File: src/sv/blc_pkg.sv
// Shared codes and widths for the buffer cache tag and control store.
package blc_pkg;

  // Default number of buffer entries.
  localparam int unsigned NumBuffersDefault = 32;

  // Fixed field widths of the command and result ports.
  localparam int unsigned FuncW   = 2;
  localparam int unsigned DevW    = 8;
  localparam int unsigned BlkW    = 32;
  localparam int unsigned EntryW  = 5;
  localparam int unsigned StatusW = 2;
  localparam int unsigned CountW  = 8;

  // Largest reference count an entry can hold.
  localparam logic [CountW-1:0] RefMax = {CountW{1'b1}};

  typedef enum logic [FuncW-1:0] {
    FuncRead    = 2'd0,
    FuncWrite   = 2'd1,
    FuncRelease = 2'd2,
    FuncBad     = 2'd3
  } func_e;

  typedef enum logic [StatusW-1:0] {
    StOk       = 2'd0,
    StNoFree   = 2'd1,
    StBadEnt   = 2'd2,
    StOverflow = 2'd3
  } status_e;

endpackage

File: src/sv/blc_cell.sv
// One buffer entry: tag, valid, reference count and recency rank, plus one scan stage.
module blc_cell #(
  parameter int unsigned NumBuffers = blc_pkg::NumBuffersDefault,
  parameter int unsigned CellIdx    = 0,
  parameter int unsigned IdxW       = $clog2(NumBuffers)
) (
  input  logic                        clk_i,
  input  logic                        rst_ni,
  input  logic [blc_pkg::DevW-1:0]    req_dev_i,
  input  logic [blc_pkg::BlkW-1:0]    req_blk_i,
  input  logic [blc_pkg::EntryW-1:0]  req_idx_i,
  input  logic [(1+2*IdxW+blc_pkg::CountW+1+1+2*IdxW+blc_pkg::CountW+IdxW
                 +blc_pkg::DevW+blc_pkg::BlkW)-1:0] tok_i,
  output logic [(1+2*IdxW+blc_pkg::CountW+1+1+2*IdxW+blc_pkg::CountW+IdxW
                 +blc_pkg::DevW+blc_pkg::BlkW)-1:0] tok_o,
  input  logic [(1+IdxW+6+IdxW)-1:0]  upd_i
);

  typedef struct packed {
    logic                       hit_found;
    logic [IdxW-1:0]            hit_idx;
    logic [IdxW-1:0]            hit_rank;
    logic [blc_pkg::CountW-1:0] hit_cnt;
    logic                       hit_valid;
    logic                       free_found;
    logic [IdxW-1:0]            free_idx;
    logic [IdxW-1:0]            free_rank;
    logic [blc_pkg::CountW-1:0] sel_cnt;
    logic [IdxW-1:0]            sel_rank;
    logic [blc_pkg::DevW-1:0]   sel_dev;
    logic [blc_pkg::BlkW-1:0]   sel_blk;
  } token_t;

  typedef struct packed {
    logic            en;
    logic [IdxW-1:0] target;
    logic            set_tag;
    logic            set_valid;
    logic            cnt_inc;
    logic            cnt_dec;
    logic            cnt_one;
    logic            promote;
    logic [IdxW-1:0] prom_rank;
  } upd_t;

  localparam logic [IdxW-1:0] MyIdx     = IdxW'(CellIdx);
  localparam logic [IdxW-1:0] RankReset = IdxW'(NumBuffers - 1 - CellIdx);

  logic [blc_pkg::DevW-1:0]   dev_q, dev_d;
  logic [blc_pkg::BlkW-1:0]   blk_q, blk_d;
  logic                       valid_q, valid_d;
  logic [blc_pkg::CountW-1:0] cnt_q, cnt_d;
  logic [IdxW-1:0]            rank_q, rank_d;
  token_t                     tok_q, tok_d, tok_in;
  upd_t                       upd;
  logic                       tag_eq;

  assign tok_in = token_t'(tok_i);
  assign upd    = upd_t'(upd_i);
  assign tok_o  = tok_q;
  assign tag_eq = (dev_q == req_dev_i) && (blk_q == req_blk_i);

  // Scan stage: fold this entry into the running search results.
  always_comb begin
    tok_d = tok_in;
    if (tag_eq && (!tok_in.hit_found || (rank_q < tok_in.hit_rank))) begin
      tok_d.hit_found = 1'b1;
      tok_d.hit_idx   = MyIdx;
      tok_d.hit_rank  = rank_q;
      tok_d.hit_cnt   = cnt_q;
      tok_d.hit_valid = valid_q;
    end
    if ((cnt_q == '0) && (!tok_in.free_found || (rank_q > tok_in.free_rank))) begin
      tok_d.free_found = 1'b1;
      tok_d.free_idx   = MyIdx;
      tok_d.free_rank  = rank_q;
    end
    if (32'(req_idx_i) == 32'(CellIdx)) begin
      tok_d.sel_cnt  = cnt_q;
      tok_d.sel_rank = rank_q;
      tok_d.sel_dev  = dev_q;
      tok_d.sel_blk  = blk_q;
    end
  end

  // Entry update, applied once per command after the scan has finished.
  always_comb begin
    dev_d   = dev_q;
    blk_d   = blk_q;
    valid_d = valid_q;
    cnt_d   = cnt_q;
    rank_d  = rank_q;
    if (upd.en) begin
      if (upd.target == MyIdx) begin
        if (upd.set_tag) begin
          dev_d = req_dev_i;
          blk_d = req_blk_i;
        end
        if (upd.set_valid) valid_d = 1'b1;
        if (upd.cnt_inc)   cnt_d   = cnt_q + 1'b1;
        if (upd.cnt_dec)   cnt_d   = cnt_q - 1'b1;
        if (upd.cnt_one)   cnt_d   = blc_pkg::CountW'(1);
        if (upd.promote)   rank_d  = '0;
      end else if (upd.promote && (rank_q < upd.prom_rank)) begin
        rank_d = rank_q + 1'b1;
      end
    end
  end

  always_ff @(posedge clk_i or negedge rst_ni) begin
    if (!rst_ni) begin
      dev_q   <= '0;
      blk_q   <= '0;
      valid_q <= 1'b0;
      cnt_q   <= '0;
      rank_q  <= RankReset;
      tok_q   <= '0;
    end else begin
      dev_q   <= dev_d;
      blk_q   <= blk_d;
      valid_q <= valid_d;
      cnt_q   <= cnt_d;
      rank_q  <= rank_d;
      tok_q   <= tok_d;
    end
  end

endmodule

File: config.mk
export PLATFORM = sky130hd
export DESIGN_NAME = blc_cell
export DESIGN_NICKNAME = d
export VERILOG_FILES = /design/src/sv/blc_pkg.sv /design/src/sv/blc_cell.sv
export SDC_FILE = /design/constraint.sdc
export NUM_CORES = 1
export LEC_CHECK = 0
export CAP_MARGIN = 20
export CORE_MARGIN = 3
export CORE_UTILIZATION = 45
export CTS_BUF_LIST = sky130_fd_sc_hd__clkbuf_8
export CTS_CLUSTER_DIAMETER = 100
export CTS_CLUSTER_SIZE = 24
export DETAILED_ROUTE_END_ITERATION = 10
export DONT_BUFFER_PORTS = 1
export PLACE_DENSITY = 0.68
export SYNTH_ARGS = -nofsm -noshare
export SYNTH_HDL_FRONTEND = slang
export SYNTH_SLANG_ARGS = --single-unit
export TNS_END_PERCENT = 20
File: constraint.sdc
create_clock -name clk_i -period 5.35 [get_ports clk_i]
set_clock_uncertainty 0.2 [all_clocks]
set_input_delay 1.605 -clock clk_i [delete_from_list [all_inputs] [get_ports clk_i]]
set_output_delay 1.605 -clock clk_i [all_outputs]
set_load 0.1 [all_outputs]
==> impl_metrics.tcl <==
set metrics [dict create \
    min_to "valid_q$_DFFE_PN0P_" \
    grt_max_degree 139 \
    synth_top_area_share_pct 53.0 \
    num-nets-final 627 \
    antenna_cells 0 \
    cp_max_fo 40 \
    ant_nets 0 \
    clk_latency_ns 0.44 \
    finalPower_mw 2.78 \
    holdBufCountCts 0 \
    hold_depth 1 \
    vias 3557 \
    initial_utilization_pct 46.6 \
    place.gp.congestion 0.830 \
    cp-start-kind "input port" \
    hold_viol 0 \
    cts_setup_buffers 0 \
    die_y_um 124 \
    syn_area_per_cell_um2 14.0 \
    async_flop_share_pct 100 \
    max_stage_delay_ns 0.56 \
    drt_pre_antenna_iters 4 \
    setup-violations-final 0 \
    hp-start "valid_q$_DFFE_PN0P_" \
    synth_area_um2 6270 \
    synthTopCellsByArea "dfrtp_1 53%, mux2_2 20%, xnor2_1 6.3%, ha_1 4.0%, dfstp_2 2.1%" \
    die_area_um2 15400 \
    dp.final_hpwl_um 9770 \
    cts_buffers 17 \
    r2r_slack_ns 2.81 \
    worstPathArrival_ns 3.39 \
    grt_pass1_wl_um 20400 \
    rsz0062_at_grt "no" \
    r2r_cells 6 \
    drt_iter0_drc 104 \
    worst_r2r_endpoint "tok_o[71]$_DFF_PN0_" \
    grt_antenna_before_repair 0 \
    cts.sinks 138 \
    ys_warn_count 0 \
    status "completed" \
    viasPerCell 5.50 \
    cts_tree "yes" \
    ys_types 49 \
    io_pins 232 \
    synth_ff_type "dfrtp_1" \
    area_growth_pct 8.65 \
    cts_root_buf "clkbuf_8" \
    crit_chain "or4_4, nor2_8, nand3_4, mux2_4" \
    path_class "in2reg" \
    power-per-cell-area_nw_per_um2 408 \
    period_share_pct 61.1 \
    synth_largest_area_cell "dfrtp_1" \
    worst_pin_slew_ns 0.924 \
    port_buffers 0 \
    synth.ff_latch_count 138 \
    cts.clk_slew.worst_paths_ns 0.08 \
    yosysMostFrequentCell "dfrtp_1" \
    timing.final.crit_period_ns 3.27 \
    synth_commonest_cells "133 x dfrtp_1, 109 x mux2_2, 45 x xnor2_1" \
    maxCapViolations 0 \
    synth_edf_count 0 \
    crit_cells 4 \
    wl_per_cell_um 20.8 \
    core-area_um2 13500 \
    p_leak_nw 2.94 \
    cp_num_buf_inv 0 \
    cts_resized 0 \
    fp.dieW_um 124 \
    relSlewSlack_pct 38.5 \
    post-place-cells 615 \
    worstSetupEndpointType "register" \
    seq_area_frac_synth_pct 55.1 \
    cp_slowest_cell "or4_4" \
    grt_usage_pct 17.5 \
    r2r-start "blk_q[0]$_DFFE_PN0P_" \
    max_freq_mhz 306 \
    syn_inst 449 \
    path_delay_family "simple AND/OR/NAND/NOR gates" \
    wl_um 13500 \
    grt_pass1_vias 3828 \
    tns_ns 0 \
    worstHoldPathType "reg2reg" \
    drv_slew 0 \
    ir_drop_uv 185 \
    fin_cells 647 \
    htreeDepth 4 \
    clk_path_buf_depth 2 \
    drive_gt1_share_pct 34.4 \
    drc_errors 0 \
    grt_overflow 0 \
    synth_nets 618 \
    required_ns 5.48 \
    placementRows 42 \
]
-- metrics by stage --
step	setup slack, ns	hold WS [ns]	util, %	cell area, µm²
5_1_grt	1.83	0.337	50.7	6820
2_1_floorplan	1.96	0.236	-	6270
6_report	2.08	0.307	50.7	6820
3_3_place_gp	1.54	0.247	47.5	6390
3_5_place_dp	1.52	0.296	47.5	6390
4_1_cts	2.01	0.313	50.7	6820
-- area by class of cell --
cell class,instances,area (µm²)
Fill cell,1201,6640
Sequential cell,138,3460
Multi-Input combinational cell,285,2650
Clock buffer,20,275
Tap cell,176,220
Clock inverter,12,148
Inverter,15,56.3
Timing Repair Buffer,1,7.51
-- metal layers --
| layer | track usage (%) | wire length (µm) |
|---|---|---|
| met5 | 0 | 0 |
| met4 | 8.15 | 337 |
| met3 | 7.04 | 1350 |
| met2 | 29.4 | 6850 |
| met1 | 19.6 | 4940 |
-- worst max path at each step --
stage                             start               endpoint  slack [ns]
after floorplan               tok_i[55]    tok_o[53]$_DFF_PN0_        1.96
after global placement    req_blk_i[27]    tok_o[66]$_DFF_PN0_        1.54
after CTS                  req_blk_i[0]    tok_o[71]$_DFF_PN0_        2.01
after detailed placement   req_dev_i[5]    tok_o[66]$_DFF_PN0_        1.52
after global routing       req_blk_i[0]    tok_o[71]$_DFF_PN0_        1.83
final                         upd_i[11]  blk_q[31]$_DFFE_PN0P_        2.08
-- logic make-up after synthesis --
logic type,count (synthesis),synth area share [%]
multiplexers,113,20.4
AO/OA/AOI/OAI,36,4.21
adder cells (fa/ha/maj),21,4.31
buffers and inverters,26,2.69
AND/OR/NAND/NOR,69,6.80
flip-flops,138,55.1
XOR/XNOR,46,6.42
-- cells in the final DEF, fill, tap and decap left out, types with 2 or more instances in the layout --
master | synthesis | routed
dfrtp_1 | 133 | 133
nand2_1 | 9 | 9
nor2_4 | 1 | 2
o31ai_1 | 2 | 2
clkbuf_8 | 3 | 20
ha_1 | 20 | 20
a21o_1 | 3 | 3
nor2b_1 | 11 | 11
dfstp_2 | 5 | 5
xnor2_1 | 45 | 45
clkinvlp_4 | 0 | 4
nand4_1 | 11 | 11
clkinv_2 | 0 | 3
mux2_2 | 109 | 109
mux2_4 | 3 | 3
bufinv_16 | 0 | 3
o21ai_0 | 7 | 7
nor4_1 | 4 | 4
a22o_2 | 4 | 4
or3_1 | 2 | 2
nor3_1 | 3 | 3
nand3_1 | 8 | 8
nor2_1 | 7 | 7
a21oi_1 | 9 | 9
nand2b_1 | 3 | 3
inv_1 | 15 | 16
-- power breakdown --
group | internal, mW | leakage [nW] | switching (mW)
sequential | 1.16 | 1.68 | 0.397
clock | 0.494 | 0.208 | 0.401
combinational | 0.195 | 1.05 | 0.140
total | 1.85 | 2.94 | 0.937
-- state kept, by name (all words and copies together) (netlist names) --
name and count:
dev_q 8, tok_o 84, valid_q 1, blk_q 32
rank_q 5, cnt_q 8
Power figures use the tool's default switching activity.
